File: config.mk
export PLATFORM = sky130hd
export DESIGN_NAME = frame_ring_overwrite_queue
export DESIGN_NICKNAME = d
export VERILOG_FILES = /design/src/rtl/core/frq_pkg.sv /design/src/rtl/core/frq_slot_ram.sv /design/src/rtl/core/frame_ring_overwrite_queue.sv
export SDC_FILE = /design/constraint.sdc
export NUM_CORES = 2
export LEC_CHECK = 0
export BUFFER_PORTS_ARGS = -buffer_cell sky130_fd_sc_hd__clkbuf_2
export CELL_PAD_IN_SITES_DETAIL_PLACEMENT = 1
export CELL_PAD_IN_SITES_GLOBAL_PLACEMENT = 1
export CORE_MARGIN = 8
export CORE_UTILIZATION = 40
export DETAILED_ROUTE_END_ITERATION = 10
export PLACE_DENSITY_LB_ADDON = 0.1
export SLEW_MARGIN = 25
export SYNTH_ARGS = -nofsm -noshare
export SYNTH_HDL_FRONTEND = slang
export SYNTH_SLANG_ARGS = --single-unit
File: constraint.sdc
create_clock -name clk -period 38.6 [get_ports clk]
set_input_delay 1.93 -clock clk [delete_from_list [all_inputs] [get_ports clk]]
set_output_delay 1.93 -clock clk [all_outputs]
set_load 0.03 [all_outputs]
File: src/rtl/core/frq_pkg.sv
// Shared types and constants for the frame ring overwrite queue.
package frq_pkg;

  localparam int DEPTH = 16;
  localparam int IDX_W = (DEPTH > 1) ? $clog2(DEPTH) : 1;
  localparam int CNT_W = $clog2(DEPTH + 1);
  localparam int CAP_W = 5;
  localparam int FILL_W = 5;

  localparam logic [2:0] ACT_PUSH       = 3'd0;
  localparam logic [2:0] ACT_POP_LATEST = 3'd1;
  localparam logic [2:0] ACT_POP_NEXT   = 3'd2;
  localparam logic [2:0] ACT_UPLOAD     = 3'd3;
  localparam logic [2:0] ACT_CLEAR      = 3'd4;

  typedef struct packed {
    logic [2:0]         action;
    logic [31:0]        frame_handle;
    logic               frame_present;
    logic [31:0]        frame_num;
    logic signed [63:0] decode_stamp;
    logic signed [63:0] now_ts;
    logic signed [63:0] upload_stamp;
  } in_item_t;

  typedef struct packed {
    logic               taken;
    logic [31:0]        out_handle;
    logic               out_present;
    logic [31:0]        out_frame_num;
    logic signed [63:0] last_decode_stamp;
    logic signed [63:0] last_enqueue_ts;
    logic signed [63:0] last_upload_stamp;
    logic [FILL_W-1:0]  fill_count;
    logic [31:0]        dropped_total;
    logic [31:0]        pushed_total;
    logic [31:0]        popped_total;
  } out_item_t;

  typedef struct packed {
    logic [31:0] handle;
    logic        present;
    logic [31:0] frame_num;
    logic [63:0] decode_time;
    logic [63:0] enqueue_time;
  } slot_t;

endpackage

File: src/rtl/core/frq_slot_ram.sv
// Slot descriptor memory with one write port and a registered read port.
module frq_slot_ram
  import frq_pkg::*;
(
  input  logic             clk,
  input  logic             we,
  input  logic [IDX_W-1:0] waddr,
  input  slot_t            wdata,
  input  logic [IDX_W-1:0] raddr,
  output slot_t            rdata
);

  slot_t mem [DEPTH];
  slot_t rdata_r;

  always_ff @(posedge clk) begin
    if (we) begin
      mem[waddr] <= wdata;
    end
    rdata_r <= mem[raddr];
  end

  assign rdata = rdata_r;

endmodule

File: src/rtl/core/frame_ring_overwrite_queue.sv
// Top level of the frame ring overwrite queue.
//
// Items arrive on the in_ channel and each produces exactly one result on the
// out_ channel; both use a valid/ready transfer. A push stores a descriptor
// and overwrites the oldest one when the ring is full. Pop next returns the
// oldest descriptor, pop latest returns the newest one and empties the ring.
// The cfg_ channel writes the ring capacity (0 or above DEPTH selects DEPTH)
// and empties the ring; it is written only while the block is idle.
// The slot memory is read when an item is accepted; the state update and the
// output register load follow in the execute state. A new item is accepted
// only after the previous one has left the execute state, since the memory
// read and the state update of one item never overlap the next.
// If the receiver stalls, one result waits in the output register while the
// next item is accepted and read; that item then waits until the output
// register frees. Reset empties the ring and clears the held metrics and the
// counters; slot memory contents are not cleared and need no clearing pass.
module frame_ring_overwrite_queue
  import frq_pkg::*;
(
  input  logic             clk,
  input  logic             rst_n,
  input  logic             in_valid,
  output logic             in_ready,
  input  in_item_t         in_data,
  output logic             out_valid,
  input  logic             out_ready,
  output out_item_t        out_data,
  input  logic             cfg_valid,
  output logic             cfg_ready,
  input  logic [CAP_W-1:0] cfg_data
);

  typedef enum logic {S_IDLE, S_EXEC} state_t;

  state_t             state_r, state_nxt;
  in_item_t           item_r, item_nxt;
  logic [IDX_W-1:0]   raddr_r, raddr_nxt;
  logic [CNT_W-1:0]   cap_r, cap_nxt;
  logic [IDX_W-1:0]   wr_idx_r, wr_idx_nxt;
  logic [IDX_W-1:0]   rd_idx_r, rd_idx_nxt;
  logic [CNT_W-1:0]   occ_r, occ_nxt;
  logic [31:0]        held_id_r, held_id_nxt;
  logic [63:0]        held_dec_r, held_dec_nxt;
  logic [63:0]        held_enq_r, held_enq_nxt;
  logic [63:0]        held_upl_r, held_upl_nxt;
  logic [31:0]        drop_r, drop_nxt;
  logic [31:0]        push_r, push_nxt;
  logic [31:0]        pop_r, pop_nxt;
  logic               out_valid_r, out_valid_nxt;
  out_item_t          out_r, out_nxt;

  logic               in_xfer;
  logic               cfg_xfer;
  logic               exec_go;
  logic [IDX_W-1:0]   newest;
  logic [CNT_W-1:0]   rd_inc;
  logic [CNT_W-1:0]   wr_inc;
  logic [IDX_W-1:0]   rd_adv;
  logic [IDX_W-1:0]   wr_adv;
  logic               ram_we;
  slot_t              ram_wdata;
  slot_t              ram_rdata;
  logic               taken;

  assign cfg_ready = (state_r == S_IDLE);
  assign in_ready  = (state_r == S_IDLE) && !cfg_valid;
  assign in_xfer   = in_valid && in_ready;
  assign cfg_xfer  = cfg_valid && cfg_ready;
  assign exec_go   = (state_r == S_EXEC) && (!out_valid_r || out_ready);

  assign newest = (wr_idx_r == '0) ? IDX_W'(cap_r - CNT_W'(1)) : wr_idx_r - IDX_W'(1);
  assign rd_inc = CNT_W'(rd_idx_r) + CNT_W'(1);
  assign wr_inc = CNT_W'(wr_idx_r) + CNT_W'(1);
  assign rd_adv = (rd_inc >= cap_r) ? '0 : rd_inc[IDX_W-1:0];
  assign wr_adv = (wr_inc >= cap_r) ? '0 : wr_inc[IDX_W-1:0];

  assign ram_we = exec_go && (item_r.action == ACT_PUSH);
  always_comb begin
    ram_wdata.handle       = item_r.frame_handle;
    ram_wdata.present      = item_r.frame_present;
    ram_wdata.frame_num    = item_r.frame_present ? item_r.frame_num : 32'd0;
    ram_wdata.decode_time  = item_r.decode_stamp;
    ram_wdata.enqueue_time = item_r.now_ts;
  end

  always_comb begin
    raddr_nxt = raddr_r;
    item_nxt  = item_r;
    if (in_xfer) begin
      item_nxt = in_data;
      if (in_data.action == ACT_POP_LATEST) begin
        raddr_nxt = newest;
      end else begin
        raddr_nxt = rd_idx_r;
      end
    end
  end

  frq_slot_ram u_slot_ram (
    .clk   (clk),
    .we    (ram_we),
    .waddr (wr_idx_r),
    .wdata (ram_wdata),
    .raddr (raddr_nxt),
    .rdata (ram_rdata)
  );

  always_comb begin
    state_nxt     = state_r;
    cap_nxt       = cap_r;
    wr_idx_nxt    = wr_idx_r;
    rd_idx_nxt    = rd_idx_r;
    occ_nxt       = occ_r;
    held_id_nxt   = held_id_r;
    held_dec_nxt  = held_dec_r;
    held_enq_nxt  = held_enq_r;
    held_upl_nxt  = held_upl_r;
    drop_nxt      = drop_r;
    push_nxt      = push_r;
    pop_nxt       = pop_r;
    out_valid_nxt = out_valid_r && !out_ready;
    out_nxt       = out_r;
    taken         = 1'b0;

    if (cfg_xfer) begin
      if (cfg_data == '0 || int'(cfg_data) > DEPTH) begin
        cap_nxt = CNT_W'(DEPTH);
      end else begin
        cap_nxt = CNT_W'(cfg_data);
      end
      wr_idx_nxt = '0;
      rd_idx_nxt = '0;
      occ_nxt    = '0;
    end

    if (in_xfer) begin
      state_nxt = S_EXEC;
    end

    if (exec_go) begin
      state_nxt = S_IDLE;
      case (item_r.action)
        ACT_PUSH: begin
          if (occ_r >= cap_r) begin
            rd_idx_nxt = rd_adv;
            drop_nxt   = drop_r + 32'd1;
          end else begin
            occ_nxt = occ_r + CNT_W'(1);
          end
          wr_idx_nxt = wr_adv;
          push_nxt   = push_r + 32'd1;
        end
        ACT_POP_LATEST: begin
          if (occ_r != '0) begin
            taken      = 1'b1;
            drop_nxt   = drop_r + 32'(occ_r - CNT_W'(1));
            rd_idx_nxt = wr_idx_r;
            occ_nxt    = '0;
          end
        end
        ACT_POP_NEXT: begin
          if (occ_r != '0) begin
            taken      = 1'b1;
            rd_idx_nxt = rd_adv;
            occ_nxt    = occ_r - CNT_W'(1);
          end
        end
        ACT_UPLOAD: begin
          held_upl_nxt = item_r.upload_stamp;
        end
        ACT_CLEAR: begin
          drop_nxt = '0;
          push_nxt = '0;
          pop_nxt  = '0;
        end
        default: begin
        end
      endcase

      if (taken) begin
        held_id_nxt  = ram_rdata.frame_num;
        held_dec_nxt = ram_rdata.decode_time;
        held_enq_nxt = ram_rdata.enqueue_time;
        held_upl_nxt = '0;
        pop_nxt      = pop_r + 32'd1;
      end

      out_valid_nxt             = 1'b1;
      out_nxt.taken             = taken;
      out_nxt.out_handle        = taken ? ram_rdata.handle : 32'd0;
      out_nxt.out_present       = taken && ram_rdata.present;
      out_nxt.out_frame_num     = held_id_nxt;
      out_nxt.last_decode_stamp = held_dec_nxt;
      out_nxt.last_enqueue_ts   = held_enq_nxt;
      out_nxt.last_upload_stamp = held_upl_nxt;
      out_nxt.fill_count        = FILL_W'(occ_nxt);
      out_nxt.dropped_total     = drop_nxt;
      out_nxt.pushed_total      = push_nxt;
      out_nxt.popped_total      = pop_nxt;
    end
  end

  always_ff @(posedge clk) begin
    if (!rst_n) begin
      state_r     <= S_IDLE;
      cap_r       <= (DEPTH < 16) ? CNT_W'(DEPTH) : CNT_W'(16);
      wr_idx_r    <= '0;
      rd_idx_r    <= '0;
      occ_r       <= '0;
      held_id_r   <= '0;
      held_dec_r  <= '0;
      held_enq_r  <= '0;
      held_upl_r  <= '0;
      drop_r      <= '0;
      push_r      <= '0;
      pop_r       <= '0;
      out_valid_r <= 1'b0;
    end else begin
      state_r     <= state_nxt;
      cap_r       <= cap_nxt;
      wr_idx_r    <= wr_idx_nxt;
      rd_idx_r    <= rd_idx_nxt;
      occ_r       <= occ_nxt;
      held_id_r   <= held_id_nxt;
      held_dec_r  <= held_dec_nxt;
      held_enq_r  <= held_enq_nxt;
      held_upl_r  <= held_upl_nxt;
      drop_r      <= drop_nxt;
      push_r      <= push_nxt;
      pop_r       <= pop_nxt;
      out_valid_r <= out_valid_nxt;
    end
    item_r  <= item_nxt;
    raddr_r <= raddr_nxt;
    out_r   <= out_nxt;
  end

  assign out_valid = out_valid_r;
  assign out_data  = out_r;

endmodule
# After elaboration in Yosys (flattened, before gate mapping)
# Memory sizes are Yosys's and may differ from the RTL's. A register that Yosys moved wholly into a read port is not among the register bits.
# Cells that the tools add are included.
[classes] addsub=11 mul=0 n_div=0 order_cmp=4 eq_ne=5 n_shift=0 n_mux=39 bitwise_logic=2 reduce_logical=18
[op_table] operator="64-bit two-way mux" n=4
[op_table] operator="32-bit two-way mux" n=6
[op_table] operator="32-bit by 1-bit adder with 32-bit output (second input constant)" n=3
[op_table] operator="32-bit case mux with 3 select lines" n=1
[op_table] operator="32-bit case mux with 2 select lines" n=1
[op_table] operator="4-bit two-way mux" n=13
[op_table] operator="32-bit adder" n=1
[op_table] operator="5-bit two-way mux" n=6
[op_table] operator="5-bit greater-or-equal comparator" n=3
[op_table] operator="5-bit case mux with 3 select lines" n=1
[op_table] operator="4-bit case mux with 3 select lines" n=1
[op_table] operator="4-bit by 1-bit adder with 5-bit output (second input constant)" n=2
[op_table] operator="4-bit by 1-bit subtractor with 4-bit output (second input constant)" n=2
[op_table] operator="1-bit logical AND" n=7
[op_table] operator="3-bit by 1-bit == test with 1-bit output (second input constant)" n=2
[op_table] operator="3-bit by 2-bit == test with 1-bit output (second input constant)" n=2
[op_table] operator="1-bit two-way mux" n=6
[op_table] operator="5-bit by 1-bit subtractor with 6-bit output (second input constant)" n=1
[op_table] operator="5-bit by 1-bit adder with 5-bit output (second input constant)" n=1
[op_table] operator="5-bit greater-than comparator (second input constant)" n=1
[op_table] operator="5-bit zero test" n=1
[op_table] operator="5-bit nonzero test" n=1
[op_table] operator="5-bit by 1-bit subtractor with 5-bit output (second input constant)" n=1
[op_table] operator="4-bit zero test" n=1
[op_table] operator="6 further kinds" n=11
[word_totals] reg_bits=963 latch_bits=0 mem_bits_rw=3088 romBits=0 input_bits=270 output_inout_bits=362 n_memories=1
[mem_list] name="u_slot_ram.mem" words=16 word_bits=193 rd=1 rd_ports_with_merged_regs=1 write_ports=1 line="frq_slot_ram.sv:13" rtl="slot_t mem [DEPTH];"

# Longest topological paths before layout
[depth] ltp_word=6 ltp_mapped=15

# By module
# From an unflattened synthesis, not the netlist that was laid out.
[hier_totals] cells_unflattened=8926 area_unflattened_um2=159424.2
[by_module_without_submodules] mod="frq_slot_ram" n_inst=1 cells_each=5037 area_each_um2=119702.3 seq_area_each_um2=96592.6
[by_module_without_submodules] mod="frame_ring_overwrite_queue" n_inst=1 cells_each=3889 area_each_um2=39721.8 seq_area_each_um2=25474.4

# Worst setup path before layout
# No wires, ideal clock.
[synth_path] path_kind="input to register" startpoint="input port out_ready" endpoint="memory u_slot_ram.mem[3][0] (netlist bit) (enable)" setup_ps=1218 arrival_time_ps=20450 required_ps=37382 setup_slack_ps=16932 cell_stages=5 cell_sequence="nand2b_1 nand2_1 inv_1 nand2_1 nor4_1"
[synth_via] elab_chain_cells=5
[synth_rtl] element="start: declaration" line="frame_ring_overwrite_queue.sv:26" rtl="input logic out_ready,"
[synth_rtl] element="1-bit logical OR" line="frame_ring_overwrite_queue.sv:69" rtl="assign exec_go = (state_r == S_EXEC) && (!out_valid_r || out_ready);"
[synth_rtl] element="1-bit logical AND" line="frame_ring_overwrite_queue.sv:69"
[synth_rtl] element="1-bit logical AND" line="frame_ring_overwrite_queue.sv:77" rtl="assign ram_we = exec_go && (item_r.action == ACT_PUSH);"
[synth_rtl] element="1-bit two-way mux" line="frq_slot_ram.sv:17" rtl="if (we) begin"
[synth_rtl] element="1-bit two-way mux (implied by the code)" line="frq_slot_ram.sv:18" rtl="mem[waddr] <= wdata;"
[synth_rtl] element="end: declaration" line="frq_slot_ram.sv:13"
# No other way between the ends.

# Worst setup path in the final report
[layout_path] startpoint="input port in_data[258] (netlist bit)" endpoint="register, netlist name u_slot_ram.rdata[137]"
[layout_via] elab_chain_cells=3
[layout_rtl] element="start: declaration" line="frame_ring_overwrite_queue.sv:24" rtl="input in_item_t in_data,"
[layout_rtl] element="3-bit by 1-bit == test with 1-bit output" line="frame_ring_overwrite_queue.sv:91" rtl="if (in_data.action == ACT_POP_LATEST) begin"
[layout_rtl] element="4-bit two-way mux" line="frame_ring_overwrite_queue.sv:91"
[layout_rtl] element="4-bit two-way mux" line="frame_ring_overwrite_queue.sv:89" rtl="if (in_xfer) begin"
# No other way between the ends.
# A chain may end at the register's enable or synchronous reset.

==> impl_metrics.yaml <==
outcome:
  status: "completed"
cts:
  cts_setup_buffers: 0
  root_buffer: "clkbuf_16"
  cts_resized: 0
  ctsHoldBuffers: 0
  clock-sinks: 4244
  path_clk_slew_ns: 0.06
  cts_max_path_buffers: 4
  htreeDepth: 5
  cts_tree: "built"
  clock_latency_ns: 0.99
  cts_buffers: 459
worst_setup_path:
  cpPeakStageDelay_ns: 0.89
  required_ns: 39.41
  timing.rr.end: "u_slot_ram.rdata[137]$_DFF_P_"
  slowest_stage: "buf_4"
  path_cells: "clkbuf_2, nor3b_2, a21oi_1, o21ai_4, buf_4, buf_4, buf_4, buf_12, buf_4, buf_6, mux2i_1, mux2i_1, mux2i_1, mux2i_1"
  rr_worst_depth: 16
  r2r_setup_slack_ns: 30.94
  critical_path_class: "primary input to flip-flop"
  critPathCaptureType: "flip-flop"
  cp_max_fo: 132
  reg2reg_from: "wr_idx_r[0]$_SDFF_PN0_"
  cp-start-kind: "primary input"
  cp.arrival_ns: 8.68
global_routing:
  grt_pass1_wl_um: 670100
  grt_usage: 0.2067
  antenna_found_initial: 39
  first_global_vias: 96150
  grt-ovfl-total: 0
  grt_start_max_net_pins: 178
hold_path:
  holdCritPathClass: "flip-flop to flip-flop"
  min-delay-start: "held_upl_r[2]$_SDFFE_PN0P_"
  holdPathStages: 2
  hold_end: "held_upl_r[2]$_SDFFE_PN0P_"
sta:
  skew_ns: 0.04236
  finalSetupViolCount: 0
  fin_setup_tns_ns: 0
  holdWs_ns: 0.4539
  relSlewSlack: 0.2230
  min_period_ns: 7.867
  timing.final.ws_setup_ns: 30.73
  worstMarginPinSlew_ns: 1.165
  fmax_ghz: 0.1271
  finalHoldViolCount: 0
  rsz0062_at_grt: "false"
  slew_violations: 0
  period_share: 0.2038
yosys:
  ys_seq_elements: 4244
  ys.flop_type: "edfxtp_1"
  synth_edf_count: 3707
  synth_area_per_cell_um2: 16.09
  post_synth_inst_count: 10380
  syn_area_um2: 167000
  ys_seq_area_frac: 0.7312
  synth_nets: 10710
  synth.distinct_cells: 88
  yosys_warnings: 0
  async_flop_share: 0
die:
  coreArea_um2: 416000
  die_h_um: 662.0
  dieArea_um2: 438300
  die_w_um: 662.0
  num_rows: 237
  start_util: 0.4013
  ios: 632
placed_design:
  pre_cts_ws_ns: 29.30
  hpwl_um: 260000
  io_buffers: 631
  place_congestion: 0.8019
cells_and_area:
  fin_nets: 11440
  syn2layout_area_growth_pct: 14.78
  drive_gt1_frac: 0.1374
route:
  drc: 0
  wl_per_cell_um: 27.50
  wirelength_um: 468100
  vias_per_cell: 5.322
  drtIter0Drc: 6024
  drtPass1Iterations: 5
  ant_nets: 0
  vias: 90590
power:
  leakagePower_nw: 70.32
  power_density_nw_per_um2: 54.02
  total_power_mw: 10.35
  peakVddDrop_v: 0.00003994
flow_run:
  max_cap_violations: 0
## sequential cells by signal, summed over array words and instances, names as in the netlist, 64 cells and up
| name | flops |
|---|---|
| held_dec_r | 64 |
| held_upl_r | 64 |
| out_data | 359 |
| u_slot_ram.mem | 3088 |
| held_enq_r | 64 |
| item_r | 260 |
| u_slot_ram.rdata | 193 |
## layout make-up
cell class                 instances  area (um2)
clock buffer                     640       13050
antenna                           10       25.02
tap                             5497        6878
multi-input combinational       5555       42380
clock inverter                   231        2243
sequential                      4244      122100
timing repair buffer             811        4822
fill                           40060      224400
inverter                          34       157.7
## through the flow
stage	util	std cells	cell area, um2
floorplan	-	10380	167000
global placement	0.4234	16140	176200
detailed placement	0.4235	16140	176200
CTS	0.4603	17010	191500
global route	0.4606	17010	191600
finish	0.4606	17020	191600
## synth_stat cells, drive strengths merged (6+ instances only)
cell type	count	area [um2]
a211oi	14	105.1
a21o	28	210.2
a21oi	251	1256
a221oi	6	52.55
a22oi	10	75.07
a31oi	23	143.9
and2	88	550.5
and3	28	175.2
and4	10	87.58
buf	275	1496
clkbuf	267	1002
dfxtp	537	10750
edfxtp	3707	111300
ha	59	738.2
inv	34	127.6
mux2i	2911	29140
nand2	930	3491
nand2b	14	87.58
nand3	81	410.4
nand4	31	200.2
nor2	505	1898
nor2b	8	50.05
nor3	220	1106
nor3b	11	92.58
nor4	13	108.9
o211a	6	60.06
o211ai	16	120.1
o21a	10	75.07
o21ai	111	559.3
o31ai	17	127.6
or2	6	37.54
or3	14	92.59
or4	12	90.09
xnor2	19	166.4
xor2	35	306.5
## kinds of logic (layout without fill, tap and decap cells)
| family | count (synthesis) | count (layout) | share of synthesized area |
|---|---|---|---|
| DFF | 4244 | 4244 | 0.7312 |
| muxes | 2915 | 2915 | 0.1748 |
| and+or+nand+nor | 1983 | 1983 | 0.05143 |
| buffers and inverters | 576 | 1716 | 0.01573 |
| AOI/OAI and AO/OA | 543 | 543 | 0.01951 |
| adders and majority gates | 60 | 60 | 0.004542 |
| xor gates and xnor gates | 54 | 54 | 0.002833 |
| other | 0 | 10 | 0 |
## worst max-delay path: cells and delay by family
family / cells / cell delay [ns]
AOI/OAI and AO/OA: 2 / 0.38
muxes: 4 / 0.71
and+or+nand+nor: 1 / 0.63
buffers and inverters: 7 / 4.62
## placed cells by master, fill, tap and decap left out, types with 12 or more instances in the layout
cell type	count
nor3_1	219
a211oi_1	14
o31ai_1	17
nor2_1	502
clkbuf_2	631
nand4_1	30
mux2i_1	2911
edfxtp_1	3707
a21oi_1	249
inv_1	29
o211ai_1	16
bufinv_16	36
and3_1	26
nand2_1	928
xor2_1	35
nand2b_1	14
or4_1	12
and2_4	14
dfxtp_1	537
clkbuf_1	106
a31oi_1	23
buf_12	20
clkinv_1	51
buf_4	152
clkinv_2	104
clkbuf_16	471
o21ai_0	94
xnor2_1	19
a21o_1	28
and2_1	74
ha_1	59
clkbuf_8	63
o21ai_1	14
or3_1	13
nand3_1	79
clkinvlp_4	12
## routing by layer
layer | routed length [um] | global-route usage
met1 | 206200 | 0.2752
met2 | 228400 | 0.3556
met3 | 21980 | 0.03186
met4 | 11470 | 0.04980
met5 | 76 | 0
## report_power, final
part           leakage (nW)  switching [mW]  internal [mW]  total (mW)
Combinational          24.6           0.472          0.297       0.769
Clock                  7.55            1.82           2.60        4.42
Sequential             38.1          0.0851           5.08        5.17
Total                  70.3            2.38           7.98        10.4
## worst max path at each step
| stage | start | to | slack, ns | cells after the start |
|---|---|---|---|---|
| final | in_data[258] | u_slot_ram.rdata[137]$_DFF_P_ | 30.73 | 14 |
| after global placement | in_data[258] | u_slot_ram.rdata[136]$_DFF_P_ | 29.36 | 14 |
| after global routing | cfg_valid | u_slot_ram.rdata[131]$_DFF_P_ | 30.30 | 15 |
| after detailed placement | in_data[258] | u_slot_ram.rdata[136]$_DFF_P_ | 29.30 | 14 |
| after CTS | in_data[258] | u_slot_ram.rdata[137]$_DFF_P_ | 30.38 | 14 |
| after floorplan | out_ready | u_slot_ram.mem[3][0]$_DFFE_PP_ | 16.93 | 5 |
Power figures use the tool's default switching activity.
